$ cat src/rtl/swms_pkg.sv
// Package for the sliding-window median block.
// Holds the parameter defaults, the field widths, the mode codes and the cell control struct.
// It has no dependencies.
package swms_pkg;

    localparam int unsigned MAX_WINDOW_DEF  = 64;
    localparam int unsigned TRACKS_DEF      = 8;
    localparam int unsigned SAMPLE_BITS_DEF = 24;

    localparam int unsigned MODE_W  = 2;
    localparam int unsigned TRACK_W = 3;
    localparam int unsigned CFG_W   = 7;

    localparam logic [MODE_W-1:0] MODE_ADD      = 2'd0;
    localparam logic [MODE_W-1:0] MODE_REMOVE   = 2'd1;
    localparam logic [MODE_W-1:0] MODE_EXCHANGE = 2'd2;
    localparam logic [MODE_W-1:0] MODE_NONE     = 2'd3;

    localparam logic [CFG_W-1:0] LIMIT_RESET = 7'd64;

    typedef struct packed {
        logic rd_en;
        logic exec;
        logic is_add;
        logic is_rem;
        logic wr_go;
    } t_cell_ctl;

endpackage

$ cat src/rtl/swms_cell.sv
// One position of the sorted window, for every track.
// Holds that position's samples in a small memory and shifts with its two neighbors.
// It depends on swms_pkg.
module swms_cell #(
    parameter int unsigned TRACKS      = swms_pkg::TRACKS_DEF,
    parameter int unsigned SAMPLE_BITS = swms_pkg::SAMPLE_BITS_DEF,
    parameter int unsigned CNT_W       = $clog2(swms_pkg::MAX_WINDOW_DEF + 1),
    parameter int unsigned TRK_W       = (TRACKS > 1) ? $clog2(TRACKS) : 1,
    parameter int unsigned INDEX       = 0
) (
    input  logic                          i_clk,
    input  swms_pkg::t_cell_ctl           i_ctl,
    input  logic [TRK_W-1:0]              i_rd_addr,
    input  logic [TRK_W-1:0]              i_wr_addr,
    input  logic [CNT_W-1:0]              i_count,
    input  logic signed [SAMPLE_BITS-1:0] i_new_value,
    input  logic signed [SAMPLE_BITS-1:0] i_old_value,
    input  logic signed [SAMPLE_BITS-1:0] i_prev_shift,
    input  logic                          i_prev_le,
    input  logic signed [SAMPLE_BITS-1:0] i_next_q,
    output logic signed [SAMPLE_BITS-1:0] o_q,
    output logic signed [SAMPLE_BITS-1:0] o_shift,
    output logic                          o_le,
    output logic                          o_match,
    output logic signed [SAMPLE_BITS-1:0] o_hold
);
    import swms_pkg::*;

    localparam logic [CNT_W:0] IDX0 = (CNT_W + 1)'(INDEX);
    localparam logic [CNT_W:0] IDX1 = (CNT_W + 1)'(INDEX + 1);
    localparam logic [CNT_W:0] IDX2 = (CNT_W + 1)'(INDEX + 2);
    localparam bit IS_FIRST = (INDEX == 0);

    logic signed [SAMPLE_BITS-1:0] r_mem [TRACKS];
    logic signed [SAMPLE_BITS-1:0] r_q;
    logic signed [SAMPLE_BITS-1:0] r_hold;

    logic [CNT_W:0]                w_cnt;
    logic signed [SAMPLE_BITS-1:0] w_shift;
    logic signed [SAMPLE_BITS-1:0] w_ins;
    logic signed [SAMPLE_BITS-1:0] n_value;
    logic                          w_in_m;
    logic                          w_le;
    logic                          w_in_win;
    logic                          w_we;

    always_comb begin
        w_cnt   = {1'b0, i_count};
        o_match = (IDX0 < w_cnt) && (r_q == i_old_value);
        w_shift = (i_ctl.is_add || (r_q < i_old_value)) ? r_q : i_next_q;
        w_in_m  = i_ctl.is_add ? (IDX0 < w_cnt) : (IDX1 < w_cnt);
        w_le    = w_in_m && (w_shift <= i_new_value);
        priority if (w_le) begin
            w_ins = w_shift;
        end else if (IS_FIRST || i_prev_le) begin
            w_ins = i_new_value;
        end else begin
            w_ins = i_prev_shift;
        end
        n_value = i_ctl.is_rem ? w_shift : w_ins;
        priority if (i_ctl.is_add) begin
            w_in_win = (IDX0 <= w_cnt);
        end else if (i_ctl.is_rem) begin
            w_in_win = (IDX2 <= w_cnt);
        end else begin
            w_in_win = (IDX1 <= w_cnt);
        end
        w_we = i_ctl.wr_go && w_in_win;
    end

    always_ff @(posedge i_clk) begin
        if (i_ctl.rd_en) begin
            r_q <= r_mem[i_rd_addr];
        end
        if (w_we) begin
            r_mem[i_wr_addr] <= n_value;
        end
        if (i_ctl.exec) begin
            r_hold <= w_we ? n_value : r_q;
        end
    end

    assign o_q     = r_q;
    assign o_shift = w_shift;
    assign o_le    = w_le;
    assign o_hold  = r_hold;

endmodule

$ cat config.mk
export PLATFORM = sky130hd
export DESIGN_NAME = swms_cell
export DESIGN_NICKNAME = d
export VERILOG_FILES = /design/src/rtl/swms_pkg.sv /design/src/rtl/swms_cell.sv
export SDC_FILE = /design/constraint.sdc
export NUM_CORES = 1
export LEC_CHECK = 0
export ABC_CLOCK_PERIOD_IN_PS = 7800
export BUFFER_PORTS_ARGS = -buffer_cell sky130_fd_sc_hd__buf_2
export CAP_MARGIN = 0
export CORE_UTILIZATION = 45
export DETAILED_ROUTE_END_ITERATION = 16
export GPL_TIMING_DRIVEN = 0
export PLACE_DENSITY = 0.66
export SLEW_MARGIN = 20
export SYNTH_ARGS = -nofsm -noshare
export SYNTH_HDL_FRONTEND = slang
export SYNTH_SLANG_ARGS = --single-unit
$ cat constraint.sdc
create_clock -name i_clk -period 7.8 [get_ports i_clk]
set_clock_uncertainty 0.2 [all_clocks]
set_input_delay 1.17 -clock i_clk [delete_from_list [all_inputs] [get_ports i_clk]]
set_output_delay 1.17 -clock i_clk [all_outputs]
set_load 0.005 [all_outputs]
==> results of run 1 <==
## through the flow
step           setup slack (ns)  instances  total power (uW)  instance area, um^2  hold slack, ns
3_3_place_gp              0.409       1192              2170                12500           0.448
2_1_floorplan              1.87        707              1950                11300           0.410
4_1_cts                   0.656       1254              3300                13500           0.468
3_5_place_dp              0.467       1213              2190                12700           0.456
6_report                  0.613       1255              3290                13500           0.461
5_1_grt                   0.350       1254              3400                13500           0.509
## cell families after synthesis
family	count (synthesis)	synth area share, %
buffers and inverters	102	4.22
AO/OA/AOI/OAI	112	6.65
flip-flops	240	64.0
AND/OR/NAND/NOR	107	4.70
multiplexers	98	15.1
adder cells (fa/ha/maj)	48	5.33
## sequential cells by signal, summed over array words and instances, names as in the netlist
| register | flops |
|---|---|
| r_mem | 192 |
| o_hold | 24 |
| o_q | 24 |
## layout make-up
| class | instances | area share [%] |
|---|---|---|
| Sequential cell | 240 | 53.4 |
| Multi-Input combinational cell | 365 | 26.9 |
| Timing Repair Buffer | 182 | 7.58 |
| Clock buffer | 26 | 4.66 |
| Tap cell | 324 | 3.00 |
| Inverter | 73 | 2.03 |
| Buffer | 29 | 1.49 |
| Clock inverter | 15 | 0.909 |
| Antenna cell | 1 | 0.0185 |
## Yosys cell counts (2+ instances only)
cell type / count
buf_2: 7
mux2i_2: 21
nand4_1: 11
buf_4: 4
ha_1: 48
edfxtp_1: 240
mux4_2: 48
o31a_2: 6
nand2_1: 35
inv_1: 73
o21ai_0: 5
buf_1: 3
a21o_1: 2
nor4_1: 3
nor2_1: 35
nand3_1: 4
clkbuf_1: 9
nor3_1: 6
o211ai_1: 2
o21ai_1: 24
buf_12: 2
nand3_2: 2
nor2b_1: 2
mux2i_1: 4
o31a_1: 18
mux2_2: 24
a21oi_2: 2
nand2b_1: 2
a21oi_1: 43
clkbuf_8: 2
## how the worst max path moves through the flow
stage	startpoint	end	slack [ns]	cells past startpoint
after floorplan	i_old_value[23]	o_le	1.87	17
after global placement	i_count[0]	r_mem[0][10]$_DFFE_PP_	0.41	5
after detailed placement	i_old_value[23]	r_mem[2][13]$_DFFE_PP_	0.47	21
after CTS	i_old_value[23]	o_le	0.66	19
after global routing	i_old_value[23]	o_le	0.35	19
final	i_old_value[23]	o_le	0.61	19
## worst min-delay path, cell delays in order (launching register included)
cell       delay, ns
edfxtp_1        0.41
a2bb2oi_1       0.08
o21ai_1         0.07
## power groups by stage
stage | sequential (uW) | clock (uW) | combinational [uW]
3_5_place_dp | 1620 | 0 | 567
2_1_floorplan | 1610 | 0 | 337
3_3_place_gp | 1620 | 0 | 550
4_1_cts | 1600 | 1130 | 568
6_report | 1600 | 1120 | 567
5_1_grt | 1600 | 1190 | 615
## per-layer routing
metal  vias up  track usage, %
met5         -               0
met4         0            5.41
met3        40            2.94
met2       300            38.1
met1      3519            33.1
li1       3156               -
==> results.cfg, run 1 <==
[setup_path]
cp.buffers_inverters = 5
slowest_delay_ns = 0.57
startpoint_type = primary input
end_kind = output port
cp_cell_sequence = buf_2 > inv_1 > ha_1 > nand4_2 > nor4_2 > o31ai_1 > nand3_2 > mux2i_4 > buf_12 > mux2i_2 > inv_1 > ha_1 > a21oi_1 > o21ai_0 > nand2_1 > o211ai_1 > mux2i_2 > nand2_1 > buf_2
reg2reg_depth = 19
critPathTopFamily = simple AND/OR/NAND/NOR gates
path_class = in -> out
crit_slowest_cell = nor4_2
required_ns = 6.43
crit_arrival_ns = 5.82
r2r-end = r_mem[4][13]$_DFFE_PP_
worstPathMaxFanout = 10
r2r_slack_ns = 1.13
r2r_start = o_q[23]$_DFFE_PP_

[sta]
drv_slew = 0
rsz0062_at_grt = no
setup_viol = 0
max_freq_mhz = 139
fin_crit_sh_pct = 92.1
tightestPinTransition_ns = 0.942
maxSlewHeadroom_pct = 37.2
hold_viol = 0
layout_min_cycle_time_ns = 7.19
setup_tns_ns = 0

[synth]
synth_area_per_cell_um2 = 15.9
synth_top_area_share_pct = 64.0
synth_cell_types = 50
ys_ff_latch = 240
synth_fp_nets = 871
netlist.top_cell.by_area = edfxtp_1
ys_seq_area_share_pct = 64.0
synth-async-reset-ratio_pct = 0
synth_area_um2 = 11300
yosysWarnings = 0
synthTopCellsByArea = edfxtp_1, mux4_2, ha_1
synth_edf_count = 240
syn-instance-count = 707
synth_ff_type = edfxtp_1

[placement]
portBuffers = 161
gp_congestion = 0.788
dpl.hpwl_mm = 21.6

[pwr]
sw_frac_of_total_pct = 26.1
p_clk_share_pct = 34.2
power.internal_uw = 2430
p_leak_uw = 0.00516
power.switching_uw = 857
combPwrFrac_pct = 17.3
p_seq_share_pct = 48.6
irDropWorstVdd_mv = 0.158
p_per_area_nw_per_um2 = 244

[cts]
root_buffer = clkbuf_16
cts_resized = 0
htreeDepth = 1
cts_setup_buffers = 0
cts_max_path_buffers = 3
postCtsHoldBufs = 0
cts_tree = done
cts.clk_slew.worst_paths_ns = 0.06
cts_made_buffers = 25
clk_latency_ns = 0.52
clock_sinks = 240

[route]
route.detailed.drc = 0
drt_iter0_drc = 725
met1_length_mm = 12.6
vias_per_cell = 5.59
wl_met2_mm = 14.5
postRouteAntennaNets = 0
wl_met3_mm = 2.01
dr.pass1.iters = 5
routed_wl_mm = 29.6
via_count = 7015
wire_per_inst_um = 23.6
top_layer = met4

[floorplanning]
row_count = 57
die_y_um = 160
fp.coreArea_um2 = 24500
die_x_um = 160
initial_core_util_pct = 46.0
dieArea_um2 = 25700
ios = 190

[global_routing]
antenna_found_initial = 1
grtUsageTotal_pct = 23.2
grt_max_degree = 25
grt_pass1_wl_mm = 43.5
overflow = 0
grt_pass1_vias = 6886

[finish]
fin_util_pct = 55.2
area_growth_pct = 19.8
nets = 1080
final_common_cell = edfxtp_1
multiInputGateArea_um2 = 3630
fillers = 1980
regArea_um2 = 7210
drive_gt1_share_pct = 38.2
layout_common_cells = edfxtp_1, buf_2, inv_1, mux4_2, ha_1

[worst_hold_path]
hold_end = o_hold[0]$_DFFE_PP_
hold_path_class = reg -> reg
hold_start = o_q[0]$_DFFE_PP_
min_delay_path_depth = 2

[outcome]
status = completed

[flow_run]
cap_viol_max_count = 0
Power figures use the tool's default switching activity.
==> inputs of run 2 (changes only) <==
--- a/config.mk
+++ b/config.mk
@@ -11,7 +11,7 @@
 export CORE_UTILIZATION = 45
 export DETAILED_ROUTE_END_ITERATION = 16
 export GPL_TIMING_DRIVEN = 0
-export PLACE_DENSITY = 0.66
+export PLACE_DENSITY_LB_ADDON = 0.08
 export SLEW_MARGIN = 20
 export SYNTH_ARGS = -nofsm -noshare
 export SYNTH_HDL_FRONTEND = slang
==> run 2 against run 1 <==
Non-clock buffer count stayed put. Routed wire length increased by 1.0%. Final cell count grew 0.16%. Flip-flop and latch count unchanged. Sequential share of layout area about the same. Critical path type unchanged. Highest routed layer unchanged.
==> results.cfg, run 2 (synthesis results as in run 1) <==
[sta]
hold_viol = 0
setup_tns_ns = 0
maxSlewHeadroom_pct = 29.7
setup_viol = 0
max_freq_mhz = 140
rsz0062_at_grt = no
fin_crit_sh_pct = 91.3
tightestPinTransition_ns = 1.05
drv_slew = 0
layout_min_cycle_time_ns = 7.12

[cts]
cts_setup_buffers = 0
clock_sinks = 240
clk_latency_ns = 0.52
cts.clk_slew.worst_paths_ns = 0.06
root_buffer = clkbuf_16
cts_made_buffers = 25
postCtsHoldBufs = 0
cts_max_path_buffers = 3
cts_tree = done
cts_resized = 0
htreeDepth = 1

[global_routing]
grtUsageTotal_pct = 23.7
grt_pass1_wl_mm = 44.8
grt_pass1_vias = 7390
overflow = 0
grt_max_degree = 25
antenna_found_initial = 0

[setup_path]
crit_slowest_cell = nor4_2
critPathTopFamily = compound AO/OA/AOI/OAI gates
path_class = in -> out
slowest_delay_ns = 0.62
end_kind = output port
startpoint_type = primary input
cp.buffers_inverters = 5
worstPathMaxFanout = 10
crit_arrival_ns = 5.75
cp_cell_sequence = buf_2 > inv_1 > ha_1 > nand4_2 > nor4_2 > o31ai_1 > nand3_2 > mux2i_4 > buf_12 > mux2i_2 > inv_1 > ha_1 > a41oi_2 > o21ai_1 > a211oi_2 > o211ai_1 > o41a_1 > nand2_1 > buf_2
required_ns = 6.43

[route]
dr.pass1.iters = 5
drt_iter0_drc = 617
via_count = 7103
wire_per_inst_um = 23.8
vias_per_cell = 5.65
routed_wl_mm = 29.9
route.detailed.drc = 0
postRouteAntennaNets = 0

[floorplanning]
die_x_um = 160
ios = 190
row_count = 57
initial_core_util_pct = 46.0
fp.coreArea_um2 = 24500
dieArea_um2 = 25700
die_y_um = 160

[finish]
nets = 1080
final_common_cell = edfxtp_1
drive_gt1_share_pct = 37.7
top_register = r_mem
largest_register_ffs = 192
layout_common_cells = edfxtp_1, buf_2, inv_1, mux4_2, ha_1
area_growth_pct = 19.9
n_antenna_cell = 0
final_area_um2 = 13500

[pwr]
p_clk_share_pct = 34.2
power.internal_uw = 2440
p_per_area_nw_per_um2 = 244
p_seq_share_pct = 48.4
combPwrFrac_pct = 17.3
power.switching_uw = 863
sw_frac_of_total_pct = 26.1
irDropWorstVdd_mv = 0.148
p_leak_uw = 0.00516

[placement]
portBuffers = 161
dpl.hpwl_mm = 22.3
place_area_um2 = 12700
gp_congestion = 0.979

[worst_hold_path]
hold_path_class = reg -> reg

[flow_run]
cap_viol_max_count = 0

[outcome]
status = completed
run 2: worst min-delay path: cells and delay by family, from the launching register on:
family | cells | cell delay (ns)
compound gates | 2 | 0.15
flops | 1 | 0.43
run 2: path summary, 6_finish.rpt:
path	start	endpoint	slack (ns)	cells after the start
max	i_old_value[23]	o_le	0.68	19
min	o_q[0]$_DFFE_PP_	o_hold[0]$_DFFE_PP_	0.50	2
max reg2reg	o_q[23]$_DFFE_PP_	r_mem[5][17]$_DFFE_PP_	1.23	19
min reg2reg	o_q[0]$_DFFE_PP_	o_hold[0]$_DFFE_PP_	0.50	2
run 2: layout make-up:
| cell class | count | area (um^2) |
|---|---|---|
| clock buffers | 29 | 641 |
| fillers | 1996 | 11000 |
| repair buffers | 182 | 1020 |
| inverters | 73 | 274 |
| plain buffers | 29 | 201 |
| multi-input cells | 365 | 3630 |
| well taps | 324 | 405 |
| flip-flops and latches | 240 | 7210 |
| clock inverters | 15 | 125 |
run 2: stage by stage:
stage	instances	total power [uW]	setup slack, ns	hold slack (ns)	util, %
detailed placement	1213	2200	0.541	0.483	52.1
finish	1257	3300	0.679	0.496	55.2
floorplan	707	1950	1.87	0.410	-
global placement	1192	2170	0.246	0.472	51.0
CTS	1257	3320	0.714	0.498	55.2
global route	1257	3420	0.447	0.531	55.2
run 2: layer usage:
layer  up-vias  wire, um  track usage [%]
li1       3151         -                -
met1      3601     12700             31.8
met2       310     14600             39.9
met3        41      2040             4.29
met4         0       569             5.76
met5         -         0                0
run 2: power groups by stage:
| stage | Clock (uW) | Sequential [uW] | Combinational, uW |
|---|---|---|---|
| after CTS | 1150 | 1600 | 572 |
| after floorplan | 0 | 1610 | 337 |
| after global routing | 1190 | 1600 | 623 |
| after global placement | 0 | 1620 | 542 |
| final | 1130 | 1600 | 572 |
| after detailed placement | 0 | 1630 | 570 |
==> inputs of run 3 (changes only) <==
--- a/config.mk
+++ b/config.mk
@@ -5,6 +5,7 @@
 export SDC_FILE = /design/constraint.sdc
 export NUM_CORES = 1
 export LEC_CHECK = 0
+export ABC_AREA = 1
 export ABC_CLOCK_PERIOD_IN_PS = 7800
 export BUFFER_PORTS_ARGS = -buffer_cell sky130_fd_sc_hd__buf_2
 export CAP_MARGIN = 0
==> run 3 against run 2 <==
Sequential share of layout area shrank 1.8 points. Die area grew 3.7%. Synthesized area grew 3.8%. Critical endpoint unchanged. Sequential power is essentially flat. Critical path depth grew 5. Non-clock buffer count grew 13. Largest cell class unchanged. First-iteration DRC count grew 27%. Worst setup slack gained 1.1 ns. Global-route usage grew 0.91 points.
==> results.cfg, run 3 <==
[floorplanning]
die_x_um = 163
dieArea_um2 = 26600
initial_core_util_pct = 46.1
row_count = 58
ios = 190
fp.coreArea_um2 = 25300
die_y_um = 163

[synth]
syn-instance-count = 1162
synth_cell_types = 29
yosysWarnings = 0
ys_ff_latch = 240
netlist.top_cell.by_area = edfxtp_1
synth_area_um2 = 11700
synth-async-reset-ratio_pct = 0
synth_ff_type = edfxtp_1
synth_commonest_cells = edfxtp_1, nor2_1, nand2_1
synth_area_per_cell_um2 = 10.1
synth_edf_count = 240
synth_top_area_share_pct = 61.7
ys_seq_area_share_pct = 61.7
synthTopCellsByArea = edfxtp_1, nor2_1, nand2_1
synth_fp_nets = 1326
synth_most_common_cell = edfxtp_1

[sta]
layout_min_cycle_time_ns = 6.03
maxSlewHeadroom_pct = 52.4
max_freq_mhz = 166
fin_crit_sh_pct = 77.3
setup_tns_ns = 0
tightestPinTransition_ns = 0.714
fin_ws_ns = 1.77
hold_viol = 0
rsz0062_at_grt = no
setup_viol = 0
drv_slew = 0

[pwr]
power.internal_uw = 2410
combPwrFrac_pct = 18.1
p_leak_uw = 0.00592
p_per_area_nw_per_um2 = 237
irDropWorstVdd_mv = 0.148
p_clk_share_pct = 34.1
power.switching_uw = 898
sw_frac_of_total_pct = 27.1
p_seq_share_pct = 47.9

[cts]
cts_setup_buffers = 0
cts_made_buffers = 26
postCtsHoldBufs = 0
cts_tree = done
clock_sinks = 240
cts_max_path_buffers = 3
htreeDepth = 1
cts_resized = 0
clk_latency_ns = 0.52
root_buffer = clkbuf_16
cts.clk_slew.worst_paths_ns = 0.06

[flow_run]
cap_viol_max_count = 0

[finish]
multiInputGateArea_um2 = 3710
regArea_um2 = 7210
top_register = r_mem
layout_common_cells = edfxtp_1, nor2_1, nand2_1, buf_2, inv_1
largest_register_ffs = 192
nets = 1525
final_common_cell = edfxtp_1
area_growth_pct = 19.5
fillers = 2279
drive_gt1_share_pct = 17.8

[setup_path]
end_kind = output port
r2r_slack_ns = 3.09
startpoint_type = primary input
cp_cell_sequence = buf_2 > inv_1 > ha_1 > a21oi_1 > o21ai_0 > nor2_1 > nand4_1 > nand2_4 > buf_6 > nand3_1 > nand2_1 > inv_1 > ha_1 > nand2_1 > nor2_1 > nand4_1 > nor2_2 > nand2_1 > nand4_1 > nand3_2 > nand2_4 > buf_4 > inv_1 > buf_2
slowest_delay_ns = 0.35
r2r_start = o_q[23]$_DFFE_PP_
crit_arrival_ns = 4.66
crit_slowest_cell = ha_1
worstPathMaxFanout = 10
critPathLaunch = i_old_value[23]
path_class = in -> out
required_ns = 6.43

[placement]
dp_slack_ns = 1.77
dpl.hpwl_mm = 24.3
portBuffers = 163
gp_congestion = 0.904

[worst_hold_path]
hold_path_class = reg -> reg
hold_start = o_q[0]$_DFFE_PP_

[global_routing]
grt_pass1_vias = 8530
overflow = 0
antenna_found_initial = 1
grt_pass1_wl_mm = 48.6
grtUsageTotal_pct = 24.6
grt_max_degree = 25

[route]
routed_wl_mm = 32.7
postRouteAntennaNets = 0
route.detailed.drc = 0
vias_per_cell = 5.19
via_count = 8875
drt_iter0_drc = 784
wire_per_inst_um = 19.1
dr.pass1.iters = 5

[outcome]
status = completed
run 3: kinds of logic after synthesis:
logic type / after synthesis / share of synthesized area [%]
buffers and inverters: 206 / 7.11
adders and majority gates: 48 / 5.14
AOI/OAI and AO/OA: 168 / 7.82
and+or+nand+nor: 500 / 18.3
DFF: 240 / 61.7
run 3: metal layers:
layer	vias to the layer above	part of all wire (%)	wire length (um)	track usage [%]
met3	60	7.1	2310	3.83
met5	-	0	0	0
met2	344	46	14900	40.3
li1	4328	-	-	-
met4	0	2.6	843	7.65
met1	4143	45	14600	33.4
run 3: area by class of cell:
type                            instances  area share, %
Antenna cell                            1         0.0179
Buffer                                 53           1.84
Clock buffer                           35           5.05
Clock inverter                         10          0.511
Inverter                              153           4.11
Multi-Input combinational cell        716           26.6
Sequential cell                       240           51.6
Tap cell                              330           2.96
Timing Repair Buffer                  171           7.33
run 3: path summary, 6_finish.rpt:
path / endpoint / cells past startpoint
setup / recovery: o_le / 24
hold / removal: o_hold[0]$_DFFE_PP_ / 2
hold reg to reg: o_hold[0]$_DFFE_PP_ / 2
setup reg to reg: r_mem[3][5]$_DFFE_PP_ / 27
run 3: critical path, delay by kind of cell:
kind | cells | cell delay (ns)
adders and majority gates | 2 | 0.66
and+or+nand+nor | 13 | 1.78
buffers and inverters | 7 | 0.74
AOI/OAI and AO/OA | 2 | 0.31
run 3: per-stage QoR:
stage | area [um^2] | utilization, % | power, uW | std cells | hold slack, ns
after global routing | 14000 | 55.1 | 3450 | 1708 | 0.466
after floorplan | 11700 | - | 1950 | 1162 | 0.369
final | 14000 | 55.1 | 3310 | 1709 | 0.430
after detailed placement | 13200 | 52.1 | 2200 | 1663 | 0.421
after CTS | 14000 | 55.1 | 3330 | 1708 | 0.435
after global placement | 12900 | 51.0 | 2180 | 1655 | 0.412
run 3: power groups by stage:
stage	Clock [uW]	Sequential, uW	Combinational (uW)
after floorplan	0	1600	347
after global routing	1200	1590	666
after global placement	0	1610	573
after detailed placement	0	1610	592
after CTS	1150	1580	596
final	1130	1580	597
